<file path="src/design/jtms_pkg.sv">
// Shared types and constants for the two-machine sequencer.
// Used by jtms_ctrl, jtms_dp and johnson_two_machine_sequencer_unit.
`timescale 1ns / 1ps
`default_nettype none

package jtms_pkg;

  localparam int MaxJobsDef = 16;

  localparam int TimeW   = 16;
  localparam int JobW    = 2 * TimeW;
  localparam int IndexW  = 4;
  localparam int Fin1W   = 21;
  localparam int Fin2W   = 22;
  localparam int Fin1OutW = 20;
  localparam int Fin2OutW = 21;

  typedef enum logic [2:0] {
    StIdle,
    StScan,
    StPlace,
    StSlotRd,
    StJobRd,
    StFin1,
    StEmit
  } state_e;

  typedef struct packed {
    logic load;
    logic scan_clr;
    logic scan_run;
    logic place;
    logic slot_rd;
    logic job_rd;
    logic fin1;
    logic emit;
    logic clear;
  } cmd_t;

  typedef struct packed {
    logic scan_done;
    logic place_last;
    logic emit_last;
  } sts_t;

endpackage

`default_nettype wire

</file>
<file path="src/design/jtms_ctrl.sv">
// Controller: sequences loading, selection scans, placement and result emission.
// Depends on jtms_pkg for the state enum and the command/status structs.
`timescale 1ns / 1ps
`default_nettype none

module jtms_ctrl (
  input  wire logic           clk_i,
  input  wire logic           rst_ni,
  input  wire logic           start,
  input  wire logic           last_job_i,
  input  jtms_pkg::sts_t      sts_i,
  output jtms_pkg::cmd_t      cmd_o,
  output logic                busy_o
);
  import jtms_pkg::*;

  state_e state_q, state_d;

  always_ff @(posedge clk_i or negedge rst_ni) begin
    if (!rst_ni) begin
      state_q <= StIdle;
    end else begin
      state_q <= state_d;
    end
  end

  always_comb begin
    state_d = state_q;
    cmd_o   = '0;
    busy_o  = 1'b1;
    unique case (state_q)
      StIdle: begin
        busy_o = 1'b0;
        if (start) begin
          cmd_o.load = 1'b1;
          if (last_job_i) begin
            cmd_o.scan_clr = 1'b1;
            state_d        = StScan;
          end
        end
      end
      StScan: begin
        cmd_o.scan_run = 1'b1;
        if (sts_i.scan_done) begin
          state_d = StPlace;
        end
      end
      StPlace: begin
        cmd_o.place = 1'b1;
        if (sts_i.place_last) begin
          state_d = StSlotRd;
        end else begin
          // start the next pass over the remaining jobs
          cmd_o.scan_clr = 1'b1;
          state_d        = StScan;
        end
      end
      StSlotRd: begin
        cmd_o.slot_rd = 1'b1;
        state_d       = StJobRd;
      end
      StJobRd: begin
        cmd_o.job_rd = 1'b1;
        state_d      = StFin1;
      end
      StFin1: begin
        cmd_o.fin1 = 1'b1;
        state_d    = StEmit;
      end
      StEmit: begin
        cmd_o.emit = 1'b1;
        if (sts_i.emit_last) begin
          cmd_o.clear = 1'b1;
          state_d     = StIdle;
        end else begin
          state_d = StSlotRd;
        end
      end
      default: begin
        state_d = StIdle;
      end
    endcase
  end

endmodule

`default_nettype wire

</file>
<file path="src/design/jtms_dp.sv">
// Datapath: job store, sequence slot memory, taken marks, min scan and finish times.
// Depends on jtms_pkg; driven by commands from jtms_ctrl.
`timescale 1ns / 1ps
`default_nettype none

module jtms_dp #(
  parameter int MaxJobs = jtms_pkg::MaxJobsDef
) (
  input  wire logic                          clk_i,
  input  wire logic                          rst_ni,
  input  jtms_pkg::cmd_t                     cmd_i,
  output jtms_pkg::sts_t                     sts_o,
  input  wire logic [jtms_pkg::TimeW-1:0]    time_m1_i,
  input  wire logic [jtms_pkg::TimeW-1:0]    time_m2_i,
  input  wire logic                          last_job_i,
  output logic                               valid_o,
  output logic [jtms_pkg::IndexW-1:0]        job_index_o,
  output logic [jtms_pkg::TimeW-1:0]         out_time_m1_o,
  output logic [jtms_pkg::TimeW-1:0]         out_time_m2_o,
  output logic [jtms_pkg::Fin1OutW-1:0]      finish_m1_o,
  output logic [jtms_pkg::Fin2OutW-1:0]      finish_m2_o,
  output logic                               last_in_sequence_o
);
  import jtms_pkg::*;

  localparam int IdxW = (MaxJobs > 1) ? $clog2(MaxJobs) : 1;
  localparam int CntW = $clog2(MaxJobs + 1);

  logic [JobW-1:0]  store_mem [MaxJobs];
  logic [IdxW-1:0]  slot_mem  [MaxJobs];
  logic [MaxJobs-1:0] taken_q;

  logic [CntW-1:0]  total_q, front_q, back_q, scan_cnt_q, placed_q, emit_k_q;
  logic [CntW-1:0]  total_inc;
  logic             rd_vld_q;
  logic [IdxW-1:0]  rd_idx_q;
  logic [JobW-1:0]  rd_data_q;
  logic             found_q;
  logic [TimeW-1:0] best_q, pick_t1_q, pick_t2_q;
  logic [IdxW-1:0]  pick_q;
  logic [IdxW-1:0]  slot_q;
  logic [Fin1W-1:0] fin1_q;
  logic [Fin2W-1:0] fin2_q, fin2_d;
  logic             valid_q;

  logic             store_full;
  logic             rd_en, scan_issue;
  logic [IdxW-1:0]  rd_addr;
  logic [TimeW-1:0] cur_t1, cur_t2, cur_min;
  logic             take_cur;
  logic [Fin2W-1:0] fin1_ext;

  assign store_full = (total_q == CntW'(MaxJobs));
  assign total_inc  = store_full ? total_q : CntW'(total_q + 1'b1);

  assign scan_issue = cmd_i.scan_run && (scan_cnt_q < total_q);
  assign rd_en      = scan_issue || cmd_i.job_rd;
  assign rd_addr    = cmd_i.job_rd ? slot_q : scan_cnt_q[IdxW-1:0];

  assign cur_t1   = rd_data_q[TimeW-1:0];
  assign cur_t2   = rd_data_q[JobW-1:TimeW];
  assign cur_min  = (cur_t1 < cur_t2) ? cur_t1 : cur_t2;
  // later job wins a tie, so compare with <=
  assign take_cur = rd_vld_q && !taken_q[rd_idx_q] && (!found_q || cur_min <= best_q);

  assign fin1_ext = Fin2W'(fin1_q);
  assign fin2_d   = ((fin1_ext > fin2_q) ? fin1_ext : fin2_q) + Fin2W'(cur_t2);

  assign sts_o.scan_done  = (scan_cnt_q == total_q) && !rd_vld_q;
  assign sts_o.place_last = ((CntW + 1)'(placed_q) + 1'b1) == (CntW + 1)'(total_q);
  assign sts_o.emit_last  = ((CntW + 1)'(emit_k_q) + 1'b1) == (CntW + 1)'(total_q);

  // job store: one write port, one registered read port
  always_ff @(posedge clk_i) begin
    if (cmd_i.load && !store_full) begin
      store_mem[total_q[IdxW-1:0]] <= {time_m2_i, time_m1_i};
    end
    if (rd_en) begin
      rd_data_q <= store_mem[rd_addr];
    end
  end

  // sequence slots: written at placement, read registered during emission
  always_ff @(posedge clk_i) begin
    if (cmd_i.place) begin
      if (pick_t1_q < pick_t2_q) begin
        slot_mem[front_q[IdxW-1:0]] <= pick_q;
      end else begin
        slot_mem[back_q[IdxW-1:0]] <= pick_q;
      end
    end
    if (cmd_i.slot_rd) begin
      slot_q <= slot_mem[emit_k_q[IdxW-1:0]];
    end
  end

  always_ff @(posedge clk_i or negedge rst_ni) begin
    if (!rst_ni) begin
      total_q    <= '0;
      front_q    <= '0;
      back_q     <= '0;
      scan_cnt_q <= '0;
      placed_q   <= '0;
      emit_k_q   <= '0;
      rd_vld_q   <= 1'b0;
      found_q    <= 1'b0;
      taken_q    <= '0;
      fin1_q     <= '0;
      fin2_q     <= '0;
      valid_q    <= 1'b0;
    end else begin
      valid_q <= cmd_i.emit;
      if (cmd_i.load) begin
        total_q <= total_inc;
        if (last_job_i) begin
          front_q <= '0;
          back_q  <= CntW'(total_inc - 1'b1);
        end
      end
      if (cmd_i.scan_clr) begin
        scan_cnt_q <= '0;
        rd_vld_q   <= 1'b0;
        found_q    <= 1'b0;
      end else begin
        rd_vld_q <= scan_issue;
        if (scan_issue) begin
          scan_cnt_q <= CntW'(scan_cnt_q + 1'b1);
        end
        if (take_cur) begin
          found_q <= 1'b1;
        end
      end
      if (cmd_i.place) begin
        taken_q[pick_q] <= 1'b1;
        placed_q        <= CntW'(placed_q + 1'b1);
        if (pick_t1_q < pick_t2_q) begin
          front_q <= CntW'(front_q + 1'b1);
        end else begin
          back_q <= CntW'(back_q - 1'b1);
        end
      end
      if (cmd_i.fin1) begin
        fin1_q <= fin1_q + Fin1W'(cur_t1);
      end
      if (cmd_i.emit && !cmd_i.clear) begin
        fin2_q   <= fin2_d;
        emit_k_q <= CntW'(emit_k_q + 1'b1);
      end
      // drop the whole set once the final result goes out
      if (cmd_i.clear) begin
        total_q  <= '0;
        front_q  <= '0;
        back_q   <= '0;
        placed_q <= '0;
        emit_k_q <= '0;
        taken_q  <= '0;
        fin1_q   <= '0;
        fin2_q   <= '0;
      end
    end
  end

  // scan payload: index of the issued read and the best candidate so far
  always_ff @(posedge clk_i) begin
    if (scan_issue) begin
      rd_idx_q <= scan_cnt_q[IdxW-1:0];
    end
    if (take_cur && !cmd_i.scan_clr) begin
      best_q    <= cur_min;
      pick_q    <= rd_idx_q;
      pick_t1_q <= cur_t1;
      pick_t2_q <= cur_t2;
    end
  end

  // result register
  always_ff @(posedge clk_i) begin
    if (cmd_i.emit) begin
      job_index_o        <= IndexW'(slot_q);
      out_time_m1_o      <= cur_t1;
      out_time_m2_o      <= cur_t2;
      finish_m1_o        <= fin1_q[Fin1OutW-1:0];
      finish_m2_o        <= fin2_d[Fin2OutW-1:0];
      last_in_sequence_o <= sts_o.emit_last;
    end
  end

  assign valid_o = valid_q;

endmodule

`default_nettype wire

</file>
<file path="src/design/johnson_two_machine_sequencer_unit.sv">
// Top level of the two-machine Johnson-rule sequencer.
// Instantiates jtms_ctrl and jtms_dp; depends on jtms_pkg.
//
//   Channel   Handshake          Ports
//   request   start / busy       time_m1_i, time_m2_i, last_job_i
//   result    valid_o strobe     job_index_o, out_time_m1_o, out_time_m2_o,
//                                finish_m1_o, finish_m2_o, last_in_sequence_o
//
// A request without last_job_i loads one job; busy stays low.
// A request with last_job_i starts sequencing n stored jobs, which holds busy
// while it runs: each of n placements scans the job store through its single
// read port, one entry a cycle, then each result goes through slot read, job read, finish update and emit.
// Reset is asynchronous and clears the set. The receiver cannot stall results.
`timescale 1ns / 1ps
`default_nettype none

module johnson_two_machine_sequencer_unit #(
  parameter int MaxJobs = jtms_pkg::MaxJobsDef
) (
  input  wire logic                          clk_i,
  input  wire logic                          rst_ni,
  input  wire logic                          start,
  output logic                               busy,
  input  wire logic [jtms_pkg::TimeW-1:0]    time_m1_i,
  input  wire logic [jtms_pkg::TimeW-1:0]    time_m2_i,
  input  wire logic                          last_job_i,
  output logic                               valid_o,
  output logic [jtms_pkg::IndexW-1:0]        job_index_o,
  output logic [jtms_pkg::TimeW-1:0]         out_time_m1_o,
  output logic [jtms_pkg::TimeW-1:0]         out_time_m2_o,
  output logic [jtms_pkg::Fin1OutW-1:0]      finish_m1_o,
  output logic [jtms_pkg::Fin2OutW-1:0]      finish_m2_o,
  output logic                               last_in_sequence_o
);
  import jtms_pkg::*;

  cmd_t cmd;
  sts_t sts;

  jtms_ctrl u_ctrl (
    .clk_i      (clk_i),
    .rst_ni     (rst_ni),
    .start      (start),
    .last_job_i (last_job_i),
    .sts_i      (sts),
    .cmd_o      (cmd),
    .busy_o     (busy)
  );

  jtms_dp #(
    .MaxJobs (MaxJobs)
  ) u_dp (
    .clk_i              (clk_i),
    .rst_ni             (rst_ni),
    .cmd_i              (cmd),
    .sts_o              (sts),
    .time_m1_i          (time_m1_i),
    .time_m2_i          (time_m2_i),
    .last_job_i         (last_job_i),
    .valid_o            (valid_o),
    .job_index_o        (job_index_o),
    .out_time_m1_o      (out_time_m1_o),
    .out_time_m2_o      (out_time_m2_o),
    .finish_m1_o        (finish_m1_o),
    .finish_m2_o        (finish_m2_o),
    .last_in_sequence_o (last_in_sequence_o)
  );

`ifndef SYNTHESIS
  a_load_stays_idle: assert property (@(posedge clk_i) disable iff (!rst_ni)
    (start && !busy && !last_job_i) |=> !busy)
    else $error("loading request started sequencing");

  a_last_result_idle: assert property (@(posedge clk_i) disable iff (!rst_ni)
    (valid_o && last_in_sequence_o) |-> !busy)
    else $error("final result while still busy");

  a_strobe_single: assert property (@(posedge clk_i) disable iff (!rst_ni)
    valid_o |=> !valid_o)
    else $error("result strobe held for two cycles");

  a_result_while_seq: assert property (@(posedge clk_i) disable iff (!rst_ni)
    (valid_o && !last_in_sequence_o) |-> busy)
    else $error("intermediate result while idle");
`endif

endmodule

`default_nettype wire
</file>
<file path="config.mk">
export PLATFORM = sky130hd
export DESIGN_NAME = johnson_two_machine_sequencer_unit
export DESIGN_NICKNAME = d
export VERILOG_FILES = /design/src/design/jtms_pkg.sv /design/src/design/jtms_ctrl.sv /design/src/design/jtms_dp.sv /design/src/design/johnson_two_machine_sequencer_unit.sv
export SDC_FILE = /design/constraint.sdc
export NUM_CORES = 1
export LEC_CHECK = 0
export ABC_AREA = 1
export BUFFER_PORTS_ARGS = -buffer_cell sky130_fd_sc_hd__buf_2
export CAP_MARGIN = 20
export CORE_ASPECT_RATIO = 0.6
export CORE_MARGIN = 3
export CORE_UTILIZATION = 30
export DETAILED_ROUTE_END_ITERATION = 16
export PLACE_DENSITY = 0.56
export SYNTH_ARGS = -nofsm -noshare
export SYNTH_HDL_FRONTEND = slang
export SYNTH_HIERARCHICAL = 1
export SYNTH_SLANG_ARGS = --single-unit
export TNS_END_PERCENT = 1
</file>
<file path="constraint.sdc">
create_clock -name clk_i -period 16.39 [get_ports clk_i]
set_clock_uncertainty 0.1 [all_clocks]
set_input_delay 1.639 -clock clk_i [delete_from_list [all_inputs] [get_ports clk_i]]
set_output_delay 1.639 -clock clk_i [all_outputs]
set_load 0.005 [all_outputs]
</file>
==> results_dict.tcl <==
set metrics [dict create \
    min_from "u_dp/rd_idx_q[3]" \
    p_sw_uw 3330 \
    cts.sinks 839 \
    power.share.sequential 0.372 \
    htree_num_levels 3 \
    grt_overflow_total 0 \
    post_dp_cell_area_sq_um 39200 \
    max_stage_delay_ns 0.60 \
    initial_core_util 0.305 \
    hold_critical_path_endpoint "u_dp/pick_q[3]" \
    timing_max_transition_violations_final 0 \
    grt_first_pass_wirelength_microns 147000 \
    crit_slowest_cell "sky130_fd_sc_hd__buf_4" \
    crit_required_ns 16.56 \
    fp.dieH_microns 277 \
    drt_first_pass_iters 6 \
    rr_worst_depth 18 \
    syn-mean-instance-area_sq_um 11.6 \
    cts_tree "done" \
    crit_path_start_kind "flop" \
    max_clock_freq_mhz 216 \
    pwr_density_cell_nw_per_um2 196 \
    path_clk_slew_ns 0.07 \
    placer_congestion 0.834 \
    critical_path.endpoint_type "flop" \
    critPathArrivalTime_ns 4.80 \
    netlist_area_sq_um 36700 \
    timing_hold_violations_final 0 \
    tritoncts.num_buffers 78 \
    r2r_slack_ns 11.76 \
    final_cell_area_sq_um 41800 \
    worst_r2r_endpoint "u_dp/pick_t2_q[15]" \
    critical-path-top-cell-by-count "sky130_fd_sc_hd__a21oi_1" \
    synth_area_leaders "sky130_fd_sc_hd__edfxtp_1 61%, sky130_fd_sc_hd__dfrtp_1 6.3%, sky130_fd_sc_hd__inv_1 4.7%" \
    comb_power_share 0.399 \
    ys.flop_type "sky130_fd_sc_hd__edfxtp_1" \
    floorplan.die.width_microns 458 \
    ys.warnings.count 6 \
    place.detailed.hpwl_microns 60200 \
    core.rowCount 98 \
    netSwitchingFraction 0.407 \
    grt_pass1_vias 22100 \
    holdCritPathClass "reg2reg" \
    max_ir_drop_vdd_mv 0.150 \
    final_antenna_net_count 0 \
    ys_top_cells_by_count "746 x sky130_fd_sc_hd__edfxtp_1, 458 x sky130_fd_sc_hd__inv_1, 392 x sky130_fd_sc_hd__nand2_1" \
    min_delay_path_depth 0 \
    crit_type "reg2reg" \
    ctsLongestPathBuffers 3 \
    intPower_uw 4850 \
    critical_path.max_fanout 52 \
    post_cts_buffers 0 \
    finalCriticalPeriod_ns 4.64 \
    synth.net_count 3313 \
    maxSlewHeadroom 0.258 \
    grt_max_degree 231 \
    yosysSeqAreaShare 0.673 \
    post_cts_hold_buffer_count 0 \
    ctsResizeCount 0 \
    max_cap_viols 0 \
    drt-initial-drc-count 2653 \
    timing.final.crit_share 0.283 \
    synth_top_area_cell "sky130_fd_sc_hd__edfxtp_1" \
    final_layout_size_suffix_gt1_frac 0.0997 \
    outcome "completed" \
    detail_route.wl_per_cell_microns 19.9 \
    cts.root.buffer_cell "sky130_fd_sc_hd__clkbuf_16" \
    post-route-drc-count 0 \
    route.detailed.vias_per_inst 4.85 \
    final-setup-viol-count 0 \
    antenna_found_initial 18 \
    yosys.cell_count.top_type "sky130_fd_sc_hd__edfxtp_1" \
    io_buffer_count 115 \
    worst_pin_slew_ns 1.11 \
    asyncSetResetFlopFracSynth 0.111 \
    area_growth_pct 13.8 \
    static_leakage_power_uw 0.0161 \
    synth.ff_latch_count 839 \
    io_pins 116 \
    postSynthCellCount 3161 \
    finish.net_count 3412 \
    number_of_flops_mapped_to_enable_cells_by_yosys 746 \
    reg2reg_from "u_dp/rd_data_q[31]" \
    power_frac_clock 0.229 \
    whs_ns 0.406 \
    floorplan.die_area_sq_um 127000 \
    timing.setup.tns_ns 0 \
    worst_skew_pair_latency_ns 0.65 \
    synth_top_cell_area_share 0.610 \
    vias 23900 \
    synth_cell_type_count 52 \
    worstPathCellList "inv_1 > ha_1 > nand2_1 > o21ai_0 > a21oi_1 > nand2_1 > buf_4 > nor2_1 > a21oi_1 > ha_1 > a21oi_1 > nor2_1 > a211oi_1 > o221ai_1 > a21oi_1 > nor2_1 > a21oi_4 > buf_4" \
    routed_wire_length_microns 98200 \
    rsz_0062_raised_after_global_routing "no" \
    global_route.usage.total 0.153 \
    core-area_sq_um 120000 \
]
==> layout make-up <==
cell class | count | area (sq um)
Clock buffer | 91 | 2070
Sequential cell | 839 | 24700
Timing Repair Buffer | 152 | 868
Clock inverter | 50 | 518
Tap cell | 1600 | 2000
Fill cell | 11800 | 78500
Antenna cell | 6 | 15.0
Inverter | 469 | 1770
Multi-Input combinational cell | 1720 | 9820
==> per-stage QoR <==
step	instances	total power (uW)	utilization	worst slack [ns]
2_1_floorplan	3161	5240	-	10.62
3_3_place_gp	4780	6290	0.326	11.87
3_5_place_dp	4780	6310	0.326	11.87
4_1_cts	4921	8200	0.347	11.84
5_1_grt	4923	8740	0.347	11.39
6_report	4927	8180	0.347	11.76
==> worst max-delay path by stage <==
stage	startpoint	endpoint	slack [ns]
floorplan	u_dp/rd_data_q[1]	u_dp/best_q[0]	10.62
global placement	u_dp/rd_data_q[31]	u_dp/pick_t2_q[15]	11.87
detailed placement	u_dp/rd_data_q[31]	u_dp/pick_t2_q[8]	11.87
CTS	u_dp/rd_data_q[31]	u_dp/pick_t2_q[8]	11.84
global route	u_dp/rd_data_q[31]	u_dp/best_q[12]	11.39
finish	u_dp/rd_data_q[31]	u_dp/pick_t2_q[15]	11.76
==> power groups by stage <==
stage	sequential, uW	combinational [uW]	clock [uW]
finish	3040	3260	1870
global route	3070	3650	2010
CTS	3040	3240	1920
detailed placement	3090	3220	0
global placement	3090	3200	0
floorplan	2930	2320	0
==> worst max-delay path, delay by kind of cell, from the launching register on <==
family                     cells  cell delay (ns)
AOI/OAI and AO/OA              8             1.54
DFF                            1             0.54
and+or+nand+nor                5             0.37
adders and majority gates      2             0.59
buffers and inverters          3             1.07
==> routing by layer <==
layer,GRT usage,vias up,part of all wire
met5,0,-,0.00036
met4,0.0294,6,0.017
met3,0.0368,125,0.085
met2,0.203,830,0.40
met1,0.247,11600,0.50
li1,-,11400,-
==> registers in the layout, indices dropped and copies added, names as in the netlist, 20 cells and up <==
name              flops
u_dp/finish_m1_o     20
u_dp/fin2_q          22
u_dp/finish_m2_o     21
u_dp/store_mem      512
u_dp/fin1_q          21
u_dp/slot_mem        64
u_dp/rd_data_q       32
==> kinds of logic after synthesis <==
group	after synthesis	synth area share
XOR/XNOR	46	0.0110
adder cells (fa/ha/maj)	116	0.0399
AND/OR/NAND/NOR	797	0.0955
flip-flops	839	0.673
buffers and inverters	602	0.0632
AO/OA/AOI/OAI	761	0.117
==> placed cells by master (no fill, tap or decap), types with 29 or more instances in the layout <==
| cell | instances |
|---|---|
| sky130_fd_sc_hd__ha_1 | 114 |
| sky130_fd_sc_hd__buf_4 | 37 |
| sky130_fd_sc_hd__nand3_1 | 199 |
| sky130_fd_sc_hd__nor2_1 | 123 |
| sky130_fd_sc_hd__o211ai_1 | 102 |
| sky130_fd_sc_hd__nand2_1 | 392 |
| sky130_fd_sc_hd__xor2_1 | 29 |
| sky130_fd_sc_hd__o22ai_1 | 34 |
| sky130_fd_sc_hd__a21oi_1 | 281 |
| sky130_fd_sc_hd__clkbuf_16 | 81 |
| sky130_fd_sc_hd__edfxtp_1 | 746 |
| sky130_fd_sc_hd__buf_2 | 114 |
| sky130_fd_sc_hd__inv_1 | 452 |
| sky130_fd_sc_hd__o21ai_0 | 274 |
| sky130_fd_sc_hd__dfrtp_1 | 93 |
No activity file was read; power rests on OpenSTA's default activity.
